File: src/value_searchable_stack_core_macros.svh
// Assertion macros used by the top level of the value searchable stack.
`ifndef VALUE_SEARCHABLE_STACK_CORE_MACROS_SVH
`define VALUE_SEARCHABLE_STACK_CORE_MACROS_SVH
`ifndef ASSERT_OFF
// Same-cycle implication, sampled on the rising clock, idle while in reset.
`define VSS_ASSERT_IMP(lbl, ante, cons, msg) \
    lbl: assert property (@(posedge i_clk) disable iff (!i_rst_n) (ante) |-> (cons)) \
        else $error(msg);
// Next-cycle implication.
`define VSS_ASSERT_NXT(lbl, ante, cons, msg) \
    lbl: assert property (@(posedge i_clk) disable iff (!i_rst_n) (ante) |=> (cons)) \
        else $error(msg);
`else
`define VSS_ASSERT_IMP(lbl, ante, cons, msg)
`define VSS_ASSERT_NXT(lbl, ante, cons, msg)
`endif
`endif

File: src/vss_pkg.sv
// Types and codes of the value searchable stack.
`timescale 1ns / 1ps
package vss_pkg;

    typedef enum logic [1:0] {
        ST_IDLE,
        ST_SCAN,
        ST_SHIFT,
        ST_DUMP
    } t_state;

    localparam logic [2:0] MODE_PUSH   = 3'd0;
    localparam logic [2:0] MODE_DUMP   = 3'd1;
    localparam logic [2:0] MODE_SEARCH = 3'd2;
    localparam logic [2:0] MODE_MODIFY = 3'd3;
    localparam logic [2:0] MODE_DELETE = 3'd4;

    localparam logic [1:0] STAT_OK        = 2'd0;
    localparam logic [1:0] STAT_NOT_FOUND = 2'd1;
    localparam logic [1:0] STAT_EMPTY     = 2'd2;
    localparam logic [1:0] STAT_FULL      = 2'd3;

    // Most entries that one dump lists.
    localparam int MAX_RESULTS = 16;

    typedef struct packed {
        logic [1:0]         status;
        logic signed [31:0] entry_data;
        logic               last;
    } t_result;

endpackage

File: src/vss_ram.sv
// Entry memory: one write port, one read port, registered read data.
`timescale 1ns / 1ps
module vss_ram #(
    parameter int DEPTH = 16,
    parameter int AW    = 4
) (
    input  logic                i_clk,
    input  logic                i_wr_en,
    input  logic [AW-1:0]       i_wr_addr,
    input  logic signed [31:0]  i_wr_data,
    input  logic                i_rd_en,
    input  logic [AW-1:0]       i_rd_addr,
    output logic signed [31:0]  o_rd_data
);

    logic signed [31:0] r_mem [DEPTH];
    logic signed [31:0] r_rd_data;

    always_ff @(posedge i_clk) begin
        if (i_wr_en) begin
            r_mem[i_wr_addr] <= i_wr_data;
        end
    end

    always_ff @(posedge i_clk) begin
        if (i_rd_en) begin
            r_rd_data <= r_mem[i_rd_addr];
        end
    end

    assign o_rd_data = r_rd_data;

endmodule

File: src/vss_rq.sv
// Two-entry result queue in front of the output channel.
`timescale 1ns / 1ps
module vss_rq (
    input  logic             i_clk,
    input  logic             i_rst_n,
    input  logic             i_enq,
    input  vss_pkg::t_result i_item,
    input  logic             i_stall,
    output logic             o_valid,
    output vss_pkg::t_result o_item,
    output logic [1:0]       o_cnt
);

    vss_pkg::t_result r_buf [2];
    logic             r_wptr;
    logic             r_rptr;
    logic [1:0]       r_cnt;
    logic             n_wptr;
    logic             n_rptr;
    logic [1:0]       n_cnt;
    logic             pop;

    assign pop = (r_cnt != 2'd0) && !i_stall;

    always_comb begin
        n_wptr = r_wptr ^ i_enq;
        n_rptr = r_rptr ^ pop;
        n_cnt  = r_cnt + 2'(i_enq) - 2'(pop);
    end

    always_ff @(posedge i_clk) begin
        if (!i_rst_n) begin
            r_wptr <= 1'b0;
            r_rptr <= 1'b0;
            r_cnt  <= 2'd0;
        end else begin
            r_wptr <= n_wptr;
            r_rptr <= n_rptr;
            r_cnt  <= n_cnt;
        end
    end

    always_ff @(posedge i_clk) begin
        if (i_enq) begin
            r_buf[r_wptr] <= i_item;
        end
    end

    assign o_valid = (r_cnt != 2'd0);
    assign o_item  = r_buf[r_rptr];
    assign o_cnt   = r_cnt;

endmodule

File: src/value_searchable_stack_core.sv
// Top level of the value searchable stack: request sequencer around the entry memory.
// Usage:
//   Input channel (i_valid / o_stall) carries one request item: i_mode selects push,
//   dump, search, modify-first-match or delete-first-match; i_value is the pushed data
//   or the search key; i_new_value is the replacement for a modify.
//   Output channel (o_valid / i_stall) carries result items: o_status, o_entry_data and
//   o_last, which marks the final result of a request. A dump gives one item per entry
//   (topmost first, at most 16); every other request gives one item; unused modes none.
// Timing:
//   One request is worked on at a time; o_stall is high while a request is in progress
//   or while the two-entry result queue is full. Push and every request on an empty
//   stack finish in the accept cycle. Search and modify walk the memory's single read
//   port one entry per cycle from the top; delete walks the same way, then shifts each
//   entry above the match down by one place. A dump streams one entry per cycle while
//   the receiver takes them: it accepts the request, reads the entries in turn and ends
//   with the data of the last entry read.
// Reset and stall:
//   Synchronous reset empties the stack and the result queue; entry contents are left
//   as they are and are never read before a push writes them. When the receiver
//   stalls, the pending result holds and a dump pauses its memory reads.
`timescale 1ns / 1ps
`include "value_searchable_stack_core_macros.svh"
module value_searchable_stack_core #(
    parameter int STACK_DEPTH = 16
) (
    input  logic               i_clk,
    input  logic               i_rst_n,
    input  logic               i_valid,
    output logic               o_stall,
    input  logic [2:0]         i_mode,
    input  logic signed [31:0] i_value,
    input  logic signed [31:0] i_new_value,
    output logic               o_valid,
    input  logic               i_stall,
    output logic [1:0]         o_status,
    output logic signed [31:0] o_entry_data,
    output logic               o_last
);

    localparam int AW = (STACK_DEPTH > 1) ? $clog2(STACK_DEPTH) : 1;
    localparam int CW = $clog2(STACK_DEPTH + 1);

    vss_pkg::t_state    r_state, n_state;
    logic [CW-1:0]      r_count, n_count;
    logic [AW-1:0]      r_next, n_next;
    logic               r_more, n_more;
    logic [CW-1:0]      r_left, n_left;
    logic [AW-1:0]      r_j, n_j;
    logic [2:0]         r_mode, n_mode;
    logic signed [31:0] r_key, n_key;
    logic signed [31:0] r_repl, n_repl;

    // Read tracking: what the memory returns this cycle.
    logic               r_rd_vld;
    logic [AW-1:0]      r_rd_idx;
    logic               r_rd_last;

    logic               rd_en;
    logic [AW-1:0]      rd_addr;
    logic               rd_last;
    logic signed [31:0] rd_data;
    logic               wr_en;
    logic [AW-1:0]      wr_addr;
    logic signed [31:0] wr_data;

    logic               enq;
    vss_pkg::t_result   enq_item;
    vss_pkg::t_result   q_item;
    logic [1:0]         q_cnt;
    logic               pop;

    logic               in_acc;
    logic               empty;
    logic               full;
    logic               hit;
    logic               top_hit;
    logic               shift_done;
    logic               dump_credit;
    logic               push_ok;
    logic               dump_data;

    vss_ram #(
        .DEPTH (STACK_DEPTH),
        .AW    (AW)
    ) u_ram (
        .i_clk     (i_clk),
        .i_wr_en   (wr_en),
        .i_wr_addr (wr_addr),
        .i_wr_data (wr_data),
        .i_rd_en   (rd_en),
        .i_rd_addr (rd_addr),
        .o_rd_data (rd_data)
    );

    vss_rq u_rq (
        .i_clk   (i_clk),
        .i_rst_n (i_rst_n),
        .i_enq   (enq),
        .i_item  (enq_item),
        .i_stall (i_stall),
        .o_valid (o_valid),
        .o_item  (q_item),
        .o_cnt   (q_cnt)
    );

    assign o_status     = q_item.status;
    assign o_entry_data = q_item.entry_data;
    assign o_last       = q_item.last;

    // Take a request only when idle and the queue has room for its first result.
    assign o_stall = (r_state != vss_pkg::ST_IDLE) || (q_cnt == 2'd2);
    assign in_acc  = i_valid && !o_stall;
    assign pop     = o_valid && !i_stall;

    assign empty      = (r_count == '0);
    assign full       = (r_count == CW'(STACK_DEPTH));
    assign hit        = r_rd_vld && (rd_data == r_key);
    assign top_hit    = (CW'(r_rd_idx) == r_count - CW'(1));
    assign shift_done = ((CW'(r_j) + CW'(2)) == r_count);

    // A dump read may issue only if its data is sure to find a queue slot next cycle.
    assign dump_credit = (3'(q_cnt) + 3'(r_rd_vld)) <= (3'd1 + 3'(pop));

    assign push_ok   = in_acc && (i_mode == vss_pkg::MODE_PUSH) && !full;
    assign dump_data = r_rd_vld && (r_state == vss_pkg::ST_DUMP);

    // Next state.
    always_comb begin
        n_state = r_state;
        case (r_state)
            vss_pkg::ST_IDLE: begin
                if (in_acc && !empty) begin
                    if (i_mode == vss_pkg::MODE_DUMP) begin
                        n_state = vss_pkg::ST_DUMP;
                    end else if (i_mode inside {vss_pkg::MODE_SEARCH, vss_pkg::MODE_MODIFY,
                                                vss_pkg::MODE_DELETE}) begin
                        n_state = vss_pkg::ST_SCAN;
                    end
                end
            end
            vss_pkg::ST_SCAN: begin
                if (hit) begin
                    if ((r_mode == vss_pkg::MODE_DELETE) && !top_hit) begin
                        n_state = vss_pkg::ST_SHIFT;
                    end else begin
                        n_state = vss_pkg::ST_IDLE;
                    end
                end else if (r_rd_vld && (r_rd_idx == '0)) begin
                    n_state = vss_pkg::ST_IDLE;
                end
            end
            vss_pkg::ST_SHIFT: begin
                if (shift_done) begin
                    n_state = vss_pkg::ST_IDLE;
                end
            end
            vss_pkg::ST_DUMP: begin
                if (r_rd_vld && r_rd_last) begin
                    n_state = vss_pkg::ST_IDLE;
                end
            end
            default: n_state = vss_pkg::ST_IDLE;
        endcase
    end

    // Memory accesses, results and datapath registers.
    always_comb begin
        rd_en    = 1'b0;
        rd_addr  = '0;
        rd_last  = 1'b0;
        wr_en    = 1'b0;
        wr_addr  = '0;
        wr_data  = '0;
        enq      = 1'b0;
        enq_item = '{status: vss_pkg::STAT_OK, entry_data: 32'sd0, last: 1'b1};
        n_count  = r_count;
        n_next   = r_next;
        n_more   = r_more;
        n_left   = r_left;
        n_j      = r_j;
        n_mode   = r_mode;
        n_key    = r_key;
        n_repl   = r_repl;
        case (r_state)
            vss_pkg::ST_IDLE: begin
                if (in_acc) begin
                    n_mode = i_mode;
                    n_key  = i_value;
                    n_repl = i_new_value;
                    case (i_mode)
                        vss_pkg::MODE_PUSH: begin
                            enq = 1'b1;
                            if (full) begin
                                enq_item.status = vss_pkg::STAT_FULL;
                            end else begin
                                wr_en   = 1'b1;
                                wr_addr = AW'(r_count);
                                wr_data = i_value;
                                n_count = r_count + CW'(1);
                            end
                        end
                        vss_pkg::MODE_DUMP: begin
                            if (empty) begin
                                enq             = 1'b1;
                                enq_item.status = vss_pkg::STAT_EMPTY;
                            end else begin
                                n_next = AW'(r_count - CW'(1));
                                n_left = (32'(r_count) > vss_pkg::MAX_RESULTS) ?
                                         CW'(vss_pkg::MAX_RESULTS) : r_count;
                            end
                        end
                        vss_pkg::MODE_SEARCH, vss_pkg::MODE_MODIFY,
                        vss_pkg::MODE_DELETE: begin
                            if (empty) begin
                                enq             = 1'b1;
                                enq_item.status = vss_pkg::STAT_EMPTY;
                            end else begin
                                // Start the walk at the top entry.
                                rd_en   = 1'b1;
                                rd_addr = AW'(r_count - CW'(1));
                                n_next  = AW'(r_count - CW'(2));
                                n_more  = (r_count >= CW'(2));
                            end
                        end
                        default: ;
                    endcase
                end
            end
            vss_pkg::ST_SCAN: begin
                if (hit) begin
                    case (r_mode)
                        vss_pkg::MODE_MODIFY: begin
                            wr_en   = 1'b1;
                            wr_addr = r_rd_idx;
                            wr_data = r_repl;
                            enq     = 1'b1;
                        end
                        vss_pkg::MODE_DELETE: begin
                            if (top_hit) begin
                                n_count = r_count - CW'(1);
                                enq     = 1'b1;
                            end else begin
                                // Fetch the entry above the match to move it down.
                                rd_en   = 1'b1;
                                rd_addr = AW'(CW'(r_rd_idx) + CW'(1));
                                n_j     = r_rd_idx;
                            end
                        end
                        default: enq = 1'b1;
                    endcase
                end else if (r_rd_vld) begin
                    if (r_rd_idx == '0) begin
                        enq             = 1'b1;
                        enq_item.status = vss_pkg::STAT_NOT_FOUND;
                    end else if (r_more) begin
                        rd_en   = 1'b1;
                        rd_addr = r_next;
                        n_next  = r_next - AW'(1);
                        n_more  = (r_next != '0);
                    end
                end
            end
            vss_pkg::ST_SHIFT: begin
                wr_en   = 1'b1;
                wr_addr = r_j;
                wr_data = rd_data;
                if (shift_done) begin
                    n_count = r_count - CW'(1);
                    enq     = 1'b1;
                end else begin
                    rd_en   = 1'b1;
                    rd_addr = AW'(CW'(r_j) + CW'(2));
                    n_j     = AW'(CW'(r_j) + CW'(1));
                end
            end
            vss_pkg::ST_DUMP: begin
                if (r_rd_vld) begin
                    enq                 = 1'b1;
                    enq_item.entry_data = rd_data;
                    enq_item.last       = r_rd_last;
                end
                if ((r_left != '0) && dump_credit) begin
                    rd_en   = 1'b1;
                    rd_addr = r_next;
                    rd_last = (r_left == CW'(1));
                    n_next  = r_next - AW'(1);
                    n_left  = r_left - CW'(1);
                end
            end
            default: ;
        endcase
    end

    always_ff @(posedge i_clk) begin
        if (!i_rst_n) begin
            r_state  <= vss_pkg::ST_IDLE;
            r_count  <= '0;
            r_rd_vld <= 1'b0;
            r_more   <= 1'b0;
            r_left   <= '0;
        end else begin
            r_state  <= n_state;
            r_count  <= n_count;
            r_rd_vld <= rd_en;
            r_more   <= n_more;
            r_left   <= n_left;
        end
    end

    // Payload registers: no reset.
    always_ff @(posedge i_clk) begin
        r_next <= n_next;
        r_j    <= n_j;
        r_mode <= n_mode;
        r_key  <= n_key;
        r_repl <= n_repl;
        if (rd_en) begin
            r_rd_idx  <= rd_addr;
            r_rd_last <= rd_last;
        end
    end

    // The walk keeps one read in flight every cycle it is in the scan state.
    `VSS_ASSERT_IMP(a_scan_read, r_state == vss_pkg::ST_SCAN, r_rd_vld, "scan without read data")
    // The fill count never passes the depth.
    `VSS_ASSERT_IMP(a_count_bound, 1'b1, r_count <= CW'(STACK_DEPTH), "entry count over depth")
    // An accepted push to a stack with room grows it by one.
    `VSS_ASSERT_NXT(a_push_grow, push_ok, r_count == $past(r_count) + CW'(1), "push lost")
    // A dump read never lands in a full queue.
    `VSS_ASSERT_IMP(a_dump_room, dump_data, (q_cnt != 2'd2) || pop, "dump data with no room")

endmodule

File: config.mk
export PLATFORM = sky130hd
export DESIGN_NAME = value_searchable_stack_core
export DESIGN_NICKNAME = d
export VERILOG_FILES = /design/src/vss_pkg.sv /design/src/vss_ram.sv /design/src/vss_rq.sv /design/src/value_searchable_stack_core.sv
export VERILOG_INCLUDE_DIRS = /design/src /design/src/src
export SDC_FILE = /design/constraint.sdc
export NUM_CORES = 1
export LEC_CHECK = 0
export ABC_CLOCK_PERIOD_IN_PS = 13700
export BUFFER_PORTS_ARGS = -buffer_cell sky130_fd_sc_hd__buf_2
export CAP_MARGIN = 15
export CORE_AREA = 2 2 279 281
export CTS_BUF_LIST = sky130_fd_sc_hd__clkbuf_8
export DETAILED_ROUTE_END_ITERATION = 7
export DIE_AREA = 0 0 281 283
export GPL_ROUTABILITY_DRIVEN = 0
export SYNTH_ARGS = -nofsm -noshare
export SYNTH_HDL_FRONTEND = slang
export SYNTH_SLANG_ARGS = --single-unit
File: constraint.sdc
create_clock -name i_clk -period 13.7 [get_ports i_clk]
set_input_delay 1.37 -clock i_clk [delete_from_list [all_inputs] [get_ports i_clk]]
set_output_delay 1.37 -clock i_clk [all_outputs]
set_load 0.02 [all_outputs]
==> impl_metrics.toml, run 1 <==
[run_status]
status = "complete, no violations"

[placement]
dpl.hpwl_um = 43500
dpl-instance-area_um2 = 32200
portBuffers = 107
place_ws_ns = 6.87

[sta]
clock_skew_ns = 0.0575
finalSetupViolations = 0
worst_pin_slew_ns = 1.17
fin_ws_ns = 7.33
finalHoldViolCount = 0
max_clock_freq_ghz = 0.157
finalMaxSlewViolations = 0
post-route-period-util = 0.465
setup_tns_ns = 0
rsz0062_at_grt = "no"
slew-limit-headroom = 0.217
finalCriticalPeriod_ns = 6.37

[synthesis]
ys_async_sr_fraction = 0
synth_top_family_by_area = "compound AO/OA/AOI/OAI gates"
synth_xor_area_frac = 0.0176
yosysSeqAreaShare = 0.697
ys_ff_latch = 713
syn_area_um2 = 30500
yosys.area_share.adder = 0.0109
ys_types = 70
synth_top_area_frac = 0.684
synth_cells = 2057
synth.area.top_cells = "edfxtp_1 68%, o211ai_1 9.5%, mux2_2 5.0%, inv_1 2.0%, clkbuf_1 1.3%"
synth-simple-area-share = 0.0417
synth_compound_area_frac = 0.129
avgSynthCellArea_um2 = 14.8
synthMuxAreaShare = 0.0609
synth-edff-count = 694
synth_top_area_cell = "edfxtp_1"
synth_fp_nets = 2154
yosys_warnings = 0
synthFlopType = "edfxtp_1"

[route]
vias_per_cell = 5.59
vias = 18500
antenna_left = 0
drtPass1Iterations = 5
drt_iter0_markers = 1734
routed_wl_um = 79900
route.detailed.drc = 0
wire_per_inst_um = 24.1

[clock_network]
insertion_delay_ns = 0.74
cts_resized = 0
cts_setup_buffers = 0
cts_tree = "yes"
cts.sinks = 713
hold_buffers = 0
numCtsBuffers = 109
clockBufferDepth = 3
cts_root_buf = "clkbuf_8"
clk_pin_slew_ns = 0.06
cts_max_level = 3

[pwr]
ir_drop_mv = 0.104
power_mw = 5.51
p_per_area_nw_per_um2 = 161
p_leak_nw = 11.6

[grt]
grt_usage = 0.197
grt_pass1_wl_um = 119000
grt.overflow.total = 0
grt_pass1_vias = 18600
grt_max_degree = 198
antenna_found_initial = 4

[layout]
final_area_um2 = 34300
multi_input_area_um2 = 8170
final_layout_size_suffix_gt1_frac = 0.215
layout_commonest_cell = "edfxtp_1"
nets = 2284
utilization = 0.448
regArea_um2 = 21200
final_cell_mix = "694 x edfxtp_1, 385 x o211ai_1, 197 x inv_1"
fillCellCount = 6796
area_growth_pct = 12.7

[floorplanning]
row_count = 102
start_util = 0.397
die_h_um = 283
die_w_um = 281
core_um2 = 76700
die-area_um2 = 79500
pin_count = 108

[setup_path]
crit_fanout = 197
start_kind = "register"
crit_type = "register to register"
r2r_slack_ns = 7.33
arrival_ns = 6.81
endpoint_kind = "register"
worstPathRequired_ns = 14.14

[flow_run]
cap_violations = 0

[hold_path]
hold_class = "register to register"
==> synth_stat cells (3+ instances only) <==
cell / n
a22oi_1: 34
clkbuf_1: 104
nand2_1: 62
nand4_1: 40
buf_2: 20
o21ai_0: 18
inv_1: 159
a31o_2: 3
a211oi_1: 3
or3b_2: 4
edfxtp_1: 694
xor2_1: 14
nor3b_1: 3
nor2b_1: 4
buf_6: 8
dfxtp_1: 19
nor2_1: 38
buf_4: 15
a31oi_1: 5
ha_1: 25
nand3_1: 9
mux2_2: 135
or3_1: 8
nand2b_1: 3
and3_1: 36
xnor2_1: 42
a21boi_0: 3
o211ai_1: 385
nor3_1: 8
o221a_2: 3
a2bb2oi_1: 3
a21oi_1: 61
and2_1: 8
buf_1: 7
mux2_1: 28
==> metal layers <==
metal / vias up / share of wire / GRT usage
li1: 8333 / - / -
met1: 9341 / 0.43 / 0.266
met2: 745 / 0.48 / 0.323
met3: 122 / 0.068 / 0.0313
met4: 2 / 0.024 / 0.0695
met5: - / 0.00020 / 0
==> per-stage QoR <==
| step | hold slack [ns] | std cells |
|---|---|---|
| after floorplan | 0.475 | 2057 |
| after global placement | 0.490 | 3098 |
| after detailed placement | 0.504 | 3100 |
| after CTS | 0.523 | 3301 |
| after global routing | 0.539 | 3318 |
| final | 0.514 | 3320 |
==> path summary, 6_finish.rpt <==
kind,start,to,depth (start not counted)
setup reg to reg,u_ram.o_rd_data[22]$_DFFE_PP_,u_ram.o_rd_data[24]$_DFFE_PP_,11
setup / recovery,u_ram.o_rd_data[22]$_DFFE_PP_,u_ram.o_rd_data[24]$_DFFE_PP_,11
hold reg to reg,u_rq.r_rptr$_SDFF_PN0_,register,2
hold / removal,u_rq.r_rptr$_SDFF_PN0_,register,2
==> worst max-delay path, cell delays in order, from the launching register on <==
cell      delay [ns]
edfxtp_1        0.55
xnor2_1         0.41
nand4_1         0.15
nor4_1          0.85
nand3_1         0.56
o21ai_4         0.30
buf_4           0.69
o21a_4          0.78
buf_12          0.79
mux2_2          0.42
o211ai_1        0.18
nand4_1         0.13
==> sequential cells by signal, summed over array words and instances, names as in the netlist, named ones only <==
name,cells
r_count,5
r_j,4
r_key,32
r_left,5
r_mode,3
r_more,1
r_next,4
r_rd_idx,4
r_rd_last,1
r_rd_vld,1
r_repl,32
r_state,2
u_ram.o_rd_data,32
u_ram.r_mem,512
u_rq.o_cnt,2
u_rq.r_buf,70
u_rq.r_rptr,1
u_rq.r_wptr,1
==> layout make-up <==
type	count	share of cell area
Antenna cell	3	0.000219
Clock buffer	111	0.0445
Clock inverter	90	0.0128
Inverter	159	0.0174
Multi-Input combinational cell	1031	0.238
Sequential cell	713	0.618
Tap cell	1040	0.0379
Timing Repair Buffer	173	0.0313
==> power by group <==
group          switching (mW)  internal (mW)
sequential             0.0770           2.72
clock                   0.830          0.778
combinational           0.774          0.334
==> cells by family (layout without fill, tap and decap cells) <==
logic type	count (synthesis)	count (layout)
multiplexers	165	165
AND/OR/NAND/NOR	238	238
AO/OA/AOI/OAI	544	544
buffers and inverters	313	533
flip-flops	713	713
other	0	3
adder cells (fa/ha/maj)	26	26
XOR/XNOR	58	58
(Power assumes the default switching activity.)
==> run 2, diff against run 1 <==
ABC_CLOCK_PERIOD_IN_PS = 5900   (was 13700)
clock period = 5.9 ns   (was 13.7 ns; I/O delays follow)
==> impl_metrics.toml, run 2 (synthesized netlist as in run 1, its figures left out) <==
[route]
vias = 18800
routed_wl_um = 79600
wire_per_inst_um = 23.6
route.detailed.drc = 0
vias_per_cell = 5.57
drt_iter0_markers = 1642
antenna_left = 0
drtPass1Iterations = 5

[setup_path]
cpPeakStageDelay_ns = 0.76
start_kind = "register"
crit_type = "register to register"
arrival_ns = 5.20
cp_cell_sequence = "inv_1, ha_1, or3b_4, o2111ai_2, or2_2, o21ai_4, buf_4, buf_4, o211ai_1, o211ai_1, o211ai_1, nand4_1"
worstPathRequired_ns = 6.46
crit_fanout = 66
critical-path-slowest-cell = "buf_4"
endpoint_kind = "register"
path_common_cell = "o211ai_1"

[sta]
setup_tns_ns = 0
rsz0062_at_grt = "no"
finalHoldViolCount = 0
post-route-period-util = 0.785
finalCriticalPeriod_ns = 4.63
clock_skew_ns = 0.0535
slew-limit-headroom = 0.233
finalSetupViolations = 0
worst_pin_slew_ns = 1.15
fin_ws_ns = 1.27
finalMaxSlewViolations = 0
max_clock_freq_ghz = 0.216

[grt]
grt_usage = 0.197
grt_pass1_wl_um = 118000
grt_max_degree = 129
antenna_found_initial = 1
grt.overflow.total = 0
grt_pass1_vias = 18700

[floorplanning]
die_w_um = 281
die-area_um2 = 79500
die_h_um = 283
pin_count = 108
core_um2 = 76700
row_count = 102
start_util = 0.397

[clock_network]
cts_root_buf = "clkbuf_8"
hold_buffers = 24
clk_pin_slew_ns = 0.07
cts_tree = "yes"
cts_resized = 0
insertion_delay_ns = 0.75
cts_max_level = 3
clockBufferDepth = 3
cts.sinks = 713
cts_setup_buffers = 0
numCtsBuffers = 112

[layout]
nets = 2333
final_layout_size_suffix_gt1_frac = 0.221
largest_reg_flops = 512
area_growth_pct = 15.1
layout_commonest_cell = "edfxtp_1"
final_cell_mix = "694 x edfxtp_1, 385 x o211ai_1, 193 x inv_1"
regMostFlops = "u_ram.r_mem"
top_regs = "u_ram.r_mem (512), u_rq.r_buf (70)"

[pwr]
ir_drop_mv = 0.194
p_per_area_nw_per_um2 = 373
p_leak_nw = 11.9

[placement]
dpl.hpwl_um = 45700
place_ws_ns = 1.27
portBuffers = 107

[run_status]
status = "complete, no violations"

[hold_path]
hold_class = "primary input to register"

[flow_run]
cap_violations = 0
## run 2: layer usage
metal	vias up	track usage	routed length [µm]
li1	8415	-	-
met5	-	0	0
met4	0	0.0642	1760
met1	9429	0.277	34500
met2	805	0.317	37300
met3	110	0.0256	6020
## run 2: critical path: cells and delay by family, from the launching register on
kind | cells | cell delay [ns]
buffers and inverters | 3 | 1.68
adders and majority gates | 1 | 0.35
and+or+nand+nor | 3 | 0.89
AOI/OAI and AO/OA | 5 | 0.81
DFF | 1 | 0.67
## run 2: path summary, 6_finish.rpt
kind	from	endpoint	slack, ns	cells after the start
worst min register to register	u_rq.r_rptr$_SDFF_PN0_	u_rq.r_rptr$_SDFF_PN0_	0.52	2
worst max-delay path	r_count[0]$_SDFFE_PN0P_	u_ram.o_rd_data[3]$_DFFE_PP_	1.27	12
worst max register to register	r_count[0]$_SDFFE_PN0P_	u_ram.o_rd_data[3]$_DFFE_PP_	1.27	12
worst min-delay path	i_new_value[8]	r_repl[8]$_DFFE_PP_	0.05	1
## run 2: cell type report
| cell class | count | area (µm²) |
|---|---|---|
| tap | 1040 | 1300 |
| timing repair buffer | 219 | 1660 |
| sequential | 713 | 21200 |
| clock buffer | 113 | 1560 |
| antenna | 1 | 2.50 |
| multi-input combinational | 1031 | 8160 |
| fill | 6702 | 41600 |
| inverter | 159 | 597 |
| clock inverter | 90 | 563 |
## run 2: stage by stage
stage / util / cell area, µm² / hold slack, ns / power, mW / std cells
detailed placement: 0.426 / 32600 / 0.516 / 9.16 / 3130
floorplan: - / 30500 / 0.475 / 8.17 / 2057
CTS: 0.456 / 35000 / 0.00419 / 13.1 / 3357
global placement: 0.426 / 32600 / 0.488 / 9.11 / 3130
global route: 0.457 / 35100 / 0.0291 / 13.6 / 3366
finish: 0.457 / 35100 / 0.0543 / 13.1 / 3366
## run 2: where the power goes
part           internal, mW  switching [mW]
combinational         0.812            1.79
sequential             6.31           0.184
clock                  2.05            1.92
